File: config.mk
export PLATFORM = sky130hd
export DESIGN_NAME = generational_handle_allocator_top
export DESIGN_NICKNAME = d
export VERILOG_FILES = /design/src/rtl/gha_pkg.sv /design/src/rtl/generational_handle_allocator_top.sv
export SDC_FILE = /design/constraint.sdc
export NUM_CORES = 2
export LEC_CHECK = 0
export BUFFER_PORTS_ARGS = -buffer_cell sky130_fd_sc_hd__buf_2
export CAP_MARGIN = 20
export CORE_MARGIN = 8
export CORE_UTILIZATION = 37
export CTS_CLUSTER_DIAMETER = 60
export DETAILED_ROUTE_END_ITERATION = 10
export GPL_TIMING_DRIVEN = 0
export PLACE_DENSITY_LB_ADDON = 0.15
export SYNTH_ARGS = -nofsm -noshare
export SYNTH_HDL_FRONTEND = slang
export SYNTH_SLANG_ARGS = --single-unit
File: constraint.sdc
create_clock -name clk -period 9.65 [get_ports clk]
set_input_delay 0.4825 -clock clk [delete_from_list [all_inputs] [get_ports clk]]
set_output_delay 0.4825 -clock clk [all_outputs]
set_load 0.05 [all_outputs]
File: src/rtl/gha_pkg.sv
// Shared codes for the generational handle allocator.
// Request kinds on the input tuser and result status codes on the output tuser.
// No dependencies.
`default_nettype none

package gha_pkg;

    localparam int FUNC_W   = 2;
    localparam int STATUS_W = 2;

    localparam logic [FUNC_W-1:0] FUNC_ALLOC = 2'd0;
    localparam logic [FUNC_W-1:0] FUNC_FREE  = 2'd1;
    localparam logic [FUNC_W-1:0] FUNC_CHECK = 2'd2;

    localparam logic [STATUS_W-1:0] STATUS_OK      = 2'd0;
    localparam logic [STATUS_W-1:0] STATUS_FULL    = 2'd1;
    localparam logic [STATUS_W-1:0] STATUS_INVALID = 2'd2;

endpackage

`default_nettype wire

File: src/rtl/generational_handle_allocator_top.sv
// Generational handle allocator: slot table and LIFO free stack in block memories.
// Depends on gha_pkg for request and status codes.
//
// Each request beat (allocate, free or check) yields exactly one result beat.
// A request passes IDLE, LOOK, EXEC: the accept cycle reads the free stack top,
// the next cycle reads the slot table at the chosen slot (the popped slot depends
// on the stack read), and EXEC, once the output register is empty or being
// taken, writes back and loads it. The next request is accepted in the cycle
// after that, even while the previous result still waits in the output register.
// Slots at or above the high-water mark read as dead with generation zero, so the
// slot table needs no clearing after reset; the block is ready right out of reset.
`default_nettype none

module generational_handle_allocator_top #(
    parameter int SLOT_COUNT = 64,
    parameter int GEN_BITS   = 16
) (
    input  wire logic                                   clk,
    input  wire logic                                   rst_n,
    input  wire logic                                   s_tvalid,
    output      logic                                   s_tready,
    // handle_index, handle_generation, zero pad
    input  wire logic [((($clog2(SLOT_COUNT) + GEN_BITS) + 7) / 8) * 8 - 1:0] s_tdata,
    // func
    input  wire logic [gha_pkg::FUNC_W-1:0]             s_tuser,
    output      logic                                   m_tvalid,
    input  wire logic                                   m_tready,
    // out_index, out_generation, live_count, zero pad
    output      logic [((($clog2(SLOT_COUNT) + GEN_BITS + $clog2(SLOT_COUNT + 1)) + 7) / 8)
                       * 8 - 1:0]                       m_tdata,
    // status
    output      logic [gha_pkg::STATUS_W-1:0]           m_tuser
);

    localparam int IDX_W    = $clog2(SLOT_COUNT);
    localparam int CNT_W    = $clog2(SLOT_COUNT + 1);
    localparam int M_DATA_W = ((IDX_W + GEN_BITS + CNT_W + 7) / 8) * 8;

    localparam logic [1:0] ST_IDLE = 2'd0;
    localparam logic [1:0] ST_LOOK = 2'd1;
    localparam logic [1:0] ST_EXEC = 2'd2;

    localparam logic [CNT_W-1:0] CNT_MAX = CNT_W'(SLOT_COUNT);
    localparam logic [CNT_W-1:0] CNT_ONE = CNT_W'(1);

    typedef struct packed {
        logic                alive;
        logic [GEN_BITS-1:0] gen;
    } slot_t;

    slot_t            slot_mem [SLOT_COUNT];
    logic [IDX_W-1:0] stack_mem [SLOT_COUNT];

    logic [1:0]          state_reg, state_next;
    logic [CNT_W-1:0]    free_depth_reg, free_depth_next;
    logic [CNT_W-1:0]    used_slots_reg, used_slots_next;
    logic [CNT_W-1:0]    alive_total_reg, alive_total_next;
    logic                m_tvalid_reg, m_tvalid_next;

    logic [gha_pkg::FUNC_W-1:0] func_reg;
    logic [IDX_W-1:0]    idx_reg;
    logic [GEN_BITS-1:0] gen_reg;
    logic                pop_reg;
    logic [IDX_W-1:0]    stack_rd_reg;
    logic [IDX_W-1:0]    target_reg;
    slot_t               slot_rd_reg;

    logic [gha_pkg::STATUS_W-1:0] m_status_reg, m_status_next;
    logic [IDX_W-1:0]    m_index_reg, m_index_next;
    logic [GEN_BITS-1:0] m_gen_reg, m_gen_next;
    logic [CNT_W-1:0]    m_count_reg;

    logic                accept;
    logic                exec_fire;
    logic [CNT_W-1:0]    depth_m1;
    logic [IDX_W-1:0]    look_target;
    logic                entry_valid;
    logic                slot_alive;
    logic [GEN_BITS-1:0] slot_gen;
    logic                handle_ok;
    logic                alloc_got;
    logic                slot_we;
    slot_t               slot_wdata;
    logic                push_en;

    assign s_tready  = (state_reg == ST_IDLE);
    assign accept    = s_tvalid && s_tready;
    assign exec_fire = (state_reg == ST_EXEC) && (!m_tvalid_reg || m_tready);
    assign depth_m1  = free_depth_reg - CNT_ONE;

    assign m_tvalid = m_tvalid_reg;
    assign m_tuser  = m_status_reg;
    assign m_tdata  = M_DATA_W'({m_count_reg, m_gen_reg, m_index_reg});

    always_comb
    begin
        if (pop_reg)
        begin
            look_target = stack_rd_reg;
        end
        else if (func_reg == gha_pkg::FUNC_ALLOC)
        begin
            look_target = used_slots_reg[IDX_W-1:0];
        end
        else
        begin
            look_target = idx_reg;
        end
    end

    always_comb
    begin
        entry_valid = CNT_W'(target_reg) < used_slots_reg;
        slot_alive  = entry_valid && slot_rd_reg.alive;
        slot_gen    = entry_valid ? slot_rd_reg.gen : '0;
        handle_ok   = slot_alive && (slot_gen == gen_reg);
        alloc_got   = pop_reg || (used_slots_reg < CNT_MAX);

        free_depth_next  = free_depth_reg;
        used_slots_next  = used_slots_reg;
        alive_total_next = alive_total_reg;
        slot_we          = 1'b0;
        slot_wdata       = '{alive: 1'b0, gen: slot_gen};
        push_en          = 1'b0;
        m_status_next    = gha_pkg::STATUS_INVALID;
        m_index_next     = idx_reg;
        m_gen_next       = gen_reg;

        unique case (func_reg)
            gha_pkg::FUNC_ALLOC:
            begin
                if (alloc_got)
                begin
                    slot_we          = exec_fire;
                    slot_wdata       = '{alive: 1'b1, gen: slot_gen};
                    alive_total_next = alive_total_reg + CNT_ONE;
                    if (pop_reg)
                    begin
                        free_depth_next = depth_m1;
                    end
                    else
                    begin
                        used_slots_next = used_slots_reg + CNT_ONE;
                    end
                    m_status_next = gha_pkg::STATUS_OK;
                    m_index_next  = target_reg;
                    m_gen_next    = slot_gen;
                end
                else
                begin
                    m_status_next = gha_pkg::STATUS_FULL;
                end
            end
            gha_pkg::FUNC_FREE:
            begin
                if (handle_ok)
                begin
                    slot_we    = exec_fire;
                    slot_wdata = '{alive: 1'b0, gen: slot_gen + GEN_BITS'(1)};
                    if (alive_total_reg != '0)
                    begin
                        alive_total_next = alive_total_reg - CNT_ONE;
                    end
                    if (free_depth_reg < CNT_MAX)
                    begin
                        push_en         = exec_fire;
                        free_depth_next = free_depth_reg + CNT_ONE;
                    end
                    m_status_next = gha_pkg::STATUS_OK;
                end
            end
            gha_pkg::FUNC_CHECK:
            begin
                if (handle_ok)
                begin
                    m_status_next = gha_pkg::STATUS_OK;
                end
            end
            default:
            begin
                m_status_next = gha_pkg::STATUS_INVALID;
            end
        endcase
    end

    always_comb
    begin
        state_next    = state_reg;
        m_tvalid_next = m_tvalid_reg;
        if (m_tready)
        begin
            m_tvalid_next = 1'b0;
        end
        unique case (state_reg)
            ST_IDLE:
            begin
                if (accept)
                begin
                    state_next = ST_LOOK;
                end
            end
            ST_LOOK:
            begin
                state_next = ST_EXEC;
            end
            ST_EXEC:
            begin
                if (exec_fire)
                begin
                    state_next    = ST_IDLE;
                    m_tvalid_next = 1'b1;
                end
            end
            default:
            begin
                state_next = ST_IDLE;
            end
        endcase
    end

    always_ff @(posedge clk or negedge rst_n)
    begin
        if (!rst_n)
        begin
            state_reg       <= ST_IDLE;
            free_depth_reg  <= '0;
            used_slots_reg  <= '0;
            alive_total_reg <= '0;
            m_tvalid_reg    <= 1'b0;
        end
        else
        begin
            state_reg    <= state_next;
            m_tvalid_reg <= m_tvalid_next;
            if (exec_fire)
            begin
                free_depth_reg  <= free_depth_next;
                used_slots_reg  <= used_slots_next;
                alive_total_reg <= alive_total_next;
            end
        end
    end

    always_ff @(posedge clk)
    begin
        if (accept)
        begin
            func_reg <= s_tuser;
            idx_reg  <= s_tdata[IDX_W-1:0];
            gen_reg  <= s_tdata[IDX_W+GEN_BITS-1:IDX_W];
            pop_reg  <= (s_tuser == gha_pkg::FUNC_ALLOC) && (free_depth_reg != '0);
        end
        if (state_reg == ST_LOOK)
        begin
            target_reg <= look_target;
        end
        if (exec_fire)
        begin
            m_status_reg <= m_status_next;
            m_index_reg  <= m_index_next;
            m_gen_reg    <= m_gen_next;
            m_count_reg  <= alive_total_next;
        end
    end

    always_ff @(posedge clk)
    begin
        if (accept)
        begin
            stack_rd_reg <= stack_mem[depth_m1[IDX_W-1:0]];
        end
        if (push_en)
        begin
            stack_mem[free_depth_reg[IDX_W-1:0]] <= target_reg;
        end
    end

    always_ff @(posedge clk)
    begin
        if (state_reg == ST_LOOK)
        begin
            slot_rd_reg <= slot_mem[look_target];
        end
        if (slot_we)
        begin
            slot_mem[target_reg] <= slot_wdata;
        end
    end

    a_conserve: assert property (@(posedge clk) disable iff (!rst_n)
        (CNT_W + 1)'(free_depth_reg) + (CNT_W + 1)'(alive_total_reg)
            == (CNT_W + 1)'(used_slots_reg))
        else $error("free plus alive slots differ from high-water mark");

    a_used_mono: assert property (@(posedge clk) disable iff (!rst_n)
        used_slots_reg >= $past(used_slots_reg))
        else $error("high-water mark decreased");

    a_used_max: assert property (@(posedge clk) disable iff (!rst_n)
        used_slots_reg <= CNT_MAX)
        else $error("high-water mark beyond slot count");

    a_out_src: assert property (@(posedge clk) disable iff (!rst_n)
        $rose(m_tvalid_reg) |-> $past(state_reg) == ST_EXEC)
        else $error("result beat raised outside write-back");

endmodule

`default_nettype wire

; ---- Word level (Yosys, flattened, before mapping)
; Memories as Yosys holds them, arrays and structs flattened. A register that Yosys moved wholly into a read port is not among the register bits.
; Cells that the tools add are included.
; Widths: inputs -> output; s select.
[word_totals]
ff_bits = 86
latchBits = 0
ram_bits = 1472
romBits = 0
input_bits = 30
out_inout_bits = 36
memories = 2
[memory_table]
columns = memory, words, width, read_ports, rd_ports_with_merged_regs, wr, line
row1 = slot_mem, 64, 17, 1, 1, 1, generational_handle_allocator_top.sv:51  ; slot_t slot_mem [SLOT_COUNT];
row2 = stack_mem, 64, 6, 1, 1, 1, generational_handle_allocator_top.sv:52  ; logic [IDX_W-1:0] stack_mem [SLOT_COUNT];
[op_classes]
n_addsub = 6
mul = 0
div_mod_pow = 0
n_lt_le_gt_ge = 3
eq_ne = 11
n_shift = 0
mux = 38
n_bitwise = 1
reduce_logical = 18
[ops]
columns = cell, n
row1 = $mux 16, 4
row2 = $mux 7, 7
row3 = $pmux 17 s2, 1
row4 = $pmux 7 s2, 2
row5 = $mux 6, 4
row6 = $add 7x1->7 const B, 3
row7 = $mux 17, 1
row8 = $add 16x1->16 const B, 1
row9 = $eq 16x16->1, 1
row10 = $lt 7x7->1 const B, 2
row11 = $reduce_bool 7->1, 2
row12 = $sub 7x1->7 const B, 2
row13 = $mux 1, 13
row14 = $ne 2x2->1 const B, 5
row15 = $lt 6x7->1, 1
row16 = $logic_not 2->1, 3
row17 = $mux 2, 3
row18 = $pmux 2 s3, 1
row19 = $reduce_and 6->1, 1
row20 = $logic_and 1x1->1, 5
row21 = $eq 2x1->1 const B, 2
row22 = $eq 2x2->1 const B, 2
row23 = $pmux 2 s2, 1
row24 = $reduce_and 4->1, 1
row25 = 8 further kinds, 9

; ---- Longest topological paths before layout
[depth]
depth_word = 8
depth_mapped = 14

; ---- Worst setup path after synthesis
; OpenSTA, ideal clock, no wires.
[synth_path]
path_type = register -> register
startpoint = register target_reg[4]
endpoint = memory slot_mem[0][4] (netlist bit), data pin
setup_time_ns = 0.767
t_arrival_ns = 6.407
required_time_ns = 8.883
setup_slack_ns = 2.476
path_stages_with_launch = 11
path_buffers = 2
period_less_slack_ns = 7.174
cell_sequence = edfxtp_1 ha_1 a211oi_1 nor2_1 a21o_1 buf_6 or4_4 buf_6 nor4_2 a31oi_1 a311oi_1
[synth_lines]
columns = element, line
row1 = from (decl), generational_handle_allocator_top.sv:65  ; logic [IDX_W-1:0] target_reg;
row2 = from (signal assigned), generational_handle_allocator_top.sv:255  ; target_reg <= look_target;
row3 = to (decl), generational_handle_allocator_top.sv:51

; ---- Worst setup path in the final report
[layout_path]
startpoint = register func_reg[0] (netlist bit)
endpoint = register, netlist name slot_rd_reg[8]
[layout_via]
elab_chain_len = 3
[layout_lines]
columns = element, line
row1 = from (decl), generational_handle_allocator_top.sv:60  ; logic [gha_pkg::FUNC_W-1:0] func_reg;
row2 = from (signal assigned), generational_handle_allocator_top.sv:248  ; func_reg <= s_tuser;
row3 = $logic_not 2->1, generational_handle_allocator_top.sv:101  ; else if (func_reg == gha_pkg::FUNC_ALLOC)
row4 = $mux 6, generational_handle_allocator_top.sv:101
row5 = $mux 6, generational_handle_allocator_top.sv:97  ; if (pop_reg)
row6 = net look_target[0], generational_handle_allocator_top.sv:76  ; logic [IDX_W-1:0] look_target;
; The timed path passes the listed nets, and every way through them passes these cells.
; A chain may end at the register's enable or synchronous reset.

==> impl_metrics.json <==
{
  "status": "finished clean",
  "yosysWarnings": 0,
  "power_mw": 21.5,
  "postSynthAreaPerCell_um2": 15.6,
  "fin_skew_ns": 0.0534,
  "cp_max_fo": 10,
  "whs_ns": 0.233,
  "synthArstFlopShare": 0.0152,
  "period_minus_slack_ns": 6.65,
  "path_class": "flip-flop to flip-flop",
  "finalSetupViolations": 0,
  "worst_pin_slew_ns": 1.24,
  "synth_flop_cell": "edfxtp_1",
  "pwr-share-comb": 0.324,
  "syn2layout_area_growth_pct": 18.5,
  "drcViolationCount": 0,
  "die_h_um": 431,
  "io_pins": 66,
  "overflow": 0,
  "drv_cap": 0,
  "antenna_found_initial": 15,
  "vias_per_cell": 5.62,
  "rrSetupSlack_ns": 3.00,
  "cp-start-kind": "flip-flop",
  "synth-edff-count": 1557,
  "drt-initial-drc-count": 4460,
  "leakage_nw": 23.9,
  "cts_tree": "yes",
  "arrival_ns": 7.19,
  "insertion_delay_ns": 0.80,
  "rsz0062_at_grt": "false",
  "drt-total-wl_um": 202000,
  "place_congestion": 0.929,
  "start_util": 0.371,
  "grt_max_degree": 46,
  "core_um2": 171000,
  "final_layout_size_suffix_gt1_frac": 0.146,
  "path_common_cell": "buf_2",
  "critPathCaptureType": "flip-flop",
  "synth_cell_types": 70,
  "slowest_delay_ns": 0.89,
  "fmax_ghz": 0.150,
  "grtUsageMet1": 0.308,
  "grt_pass1_wl_um": 284000,
  "use_met3": 0.0454,
  "p_switching_mw": 7.69,
  "swShare": 0.358,
  "synth_area_um2": 63700,
  "clock_power_share": 0.290,
  "seqPwrFrac": 0.387,
  "post-route-period-util": 0.690,
  "met2_usage": 0.323,
  "dieArea_um2": 186000,
  "cp.required_ns": 10.19,
  "power_density_nw_per_um2": 285,
  "nNetsFinal": 4530,
  "slew_headroom": 0.170,
  "cts_buffer_depth": 3,
  "grt_busiest_layer": "met2",
  "die_x_um": 431,
  "cts-buffers-inserted": 170,
  "crit_family": "buffers and inverters",
  "hp-class": "input port to async pin",
  "syn_inst": 4068,
  "largest_reg_flops": 1088,
  "synth_seq_cells": 1581,
  "num_vias": 39000,
  "first_pass_iters": 6,
  "worstPathCellList": "inv_1 > ha_1 > buf_2 > mux2i_1 > o21ai_1 > clkbuf_1 > buf_2 > buf_2 > buf_1 > a311oi_1 > nor4_1 > o22ai_1 > a221o_1",
  "critPathSlowestCell": "nor4_1",
  "grt_pass1_vias": 37500,
  "drt-wirelength-per-cell_um": 29.0,
  "final-max-slew-violation-count": 0,
  "cts_root_buffer": "clkbuf_16",
  "yosysSeqAreaShare": 0.744,
  "hold_viol": 0,
  "num_rows": 152,
  "grt_usage": 0.211,
  "crit_buf_inv": 6,
  "dp_hpwl_um": 144000,
  "p_int_mw": 13.8,
  "clock-sinks": 1581,
  "tns_ns": 0,
  "cts-htree-levels": 4,
  "portBuffers": 60,
  "path_clk_slew_ns": 0.06,
  "ant_nets": 0,
  "vdd_drop_max_mv": 0.161
}
==> path summary, 6_finish.rpt <==
kind	cells past startpoint	start	endpoint
max	13	func_reg[0]$_DFFE_PP_	slot_rd_reg[8]$_DFFE_PN_
min	2	rst_n	state_reg[0]$_DFFE_PN0P_
max reg2reg	13	func_reg[0]$_DFFE_PP_	slot_rd_reg[8]$_DFFE_PN_
min reg2reg	1	used_slots_reg[4]$_DFFE_PN0P_	used_slots_reg[4]$_DFFE_PN0P_
max in group asynchronous	2	rst_n	free_depth_reg[2]$_DFFE_PN0P_
min in group clk	2	s_tdata[3]	idx_reg[3]$_DFFE_PP_
==> cells in the mapped netlist, types with 7 or more instances <==
| cell | instances | share of area |
|---|---|---|
| mux2i_1 | 14 | 0.0022 |
| buf_1 | 34 | 0.0020 |
| xor2_1 | 10 | 0.0014 |
| o21ai_0 | 25 | 0.0020 |
| and3_1 | 9 | 0.00088 |
| a21oi_1 | 16 | 0.0013 |
| nand3_1 | 28 | 0.0022 |
| or3_1 | 7 | 0.00069 |
| inv_1 | 29 | 0.0017 |
| nand2_1 | 649 | 0.038 |
| o22ai_1 | 19 | 0.0019 |
| clkbuf_1 | 243 | 0.014 |
| edfxtp_1 | 1557 | 0.73 |
| mux4_2 | 126 | 0.045 |
| nor4_1 | 49 | 0.0048 |
| a211oi_1 | 278 | 0.033 |
| and2_0 | 21 | 0.0021 |
| ha_1 | 14 | 0.0028 |
| and2_1 | 257 | 0.025 |
| a31oi_1 | 9 | 0.00088 |
| dfrtp_1 | 24 | 0.0094 |
| nor3_1 | 28 | 0.0022 |
| o211ai_1 | 9 | 0.0011 |
| a221o_1 | 18 | 0.0028 |
| or4_1 | 42 | 0.0050 |
| a311oi_1 | 274 | 0.038 |
| nand4_1 | 12 | 0.0012 |
| nor2_1 | 148 | 0.0087 |
| xnor2_1 | 24 | 0.0033 |
==> per-stage QoR <==
step / setup WS, ns / utilization / area [µm²] / instances
after global routing: 3.15 / 0.440 / 75400 / 6939
after CTS: 3.25 / 0.439 / 75300 / 6924
final: 3.00 / 0.440 / 75400 / 6942
after global placement: -6.17 / 0.390 / 66900 / 6440
after detailed placement: 3.31 / 0.407 / 69700 / 6583
after floorplan: 2.48 / - / 63700 / 4070
==> layout make-up <==
type                       count  area, µm²
sequential                  1581      47400
timing repair buffer         244       3210
fill                       15100      95900
multi-input combinational   2170      15500
tap                         2310       2890
antenna                        4       10.0
clock buffer                 229       4570
inverter                      31        121
buffer                       288       1130
clock inverter                85        701
==> logic make-up (layout without fill, tap and decap cells) <==
| kind of cell | Yosys count | after routing | share of synthesized area |
|---|---|---|---|
| AOI/OAI and AO/OA | 691 | 691 | 0.0859 |
| xor gates and xnor gates | 34 | 34 | 0.00468 |
| adders and majority gates | 14 | 14 | 0.00275 |
| buffers and inverters | 319 | 877 | 0.0195 |
| DFF | 1581 | 1581 | 0.744 |
| muxes | 143 | 143 | 0.0473 |
| other | 1 | 7 | 0.0000589 |
| and+or+nand+nor | 1285 | 1285 | 0.0958 |
==> what timing repair did <==
item,4_1_cts,5_1_grt
setup buffers,0,0
hold buffers,27,0
setup endpoints to repair,0,0
hold endpoints to repair,52,0
resized for setup,0,0
==> layer usage <==
layer	vias up	wire, µm
met3	281	16400
li1	16900	-
met2	1589	90600
met4	0	4980
met1	20200	89500
met5	-	0
==> power by group through the flow <==
stage          registers, mW  clock network (mW)  logic (mW)
2_1_floorplan           8.59                   0        3.40
3_3_place_gp            8.74                   0        6.30
3_5_place_dp            8.46                   0        6.85
4_1_cts                 8.32                6.34        6.87
5_1_grt                 8.33                6.57        7.28
6_report                8.32                6.23        6.97
==> placed cells by master, fill, tap and decap left out, types with 79 or more instances in the layout <==
cell type / n
edfxtp_1: 1557
nand2_1: 649
clkbuf_1: 293
a211oi_1: 276
a311oi_1: 272
and2_1: 256
clkbuf_16: 173
mux4_2: 126
nor2_1: 84
buf_8: 79
No activity file was read; power rests on OpenSTA's default activity.
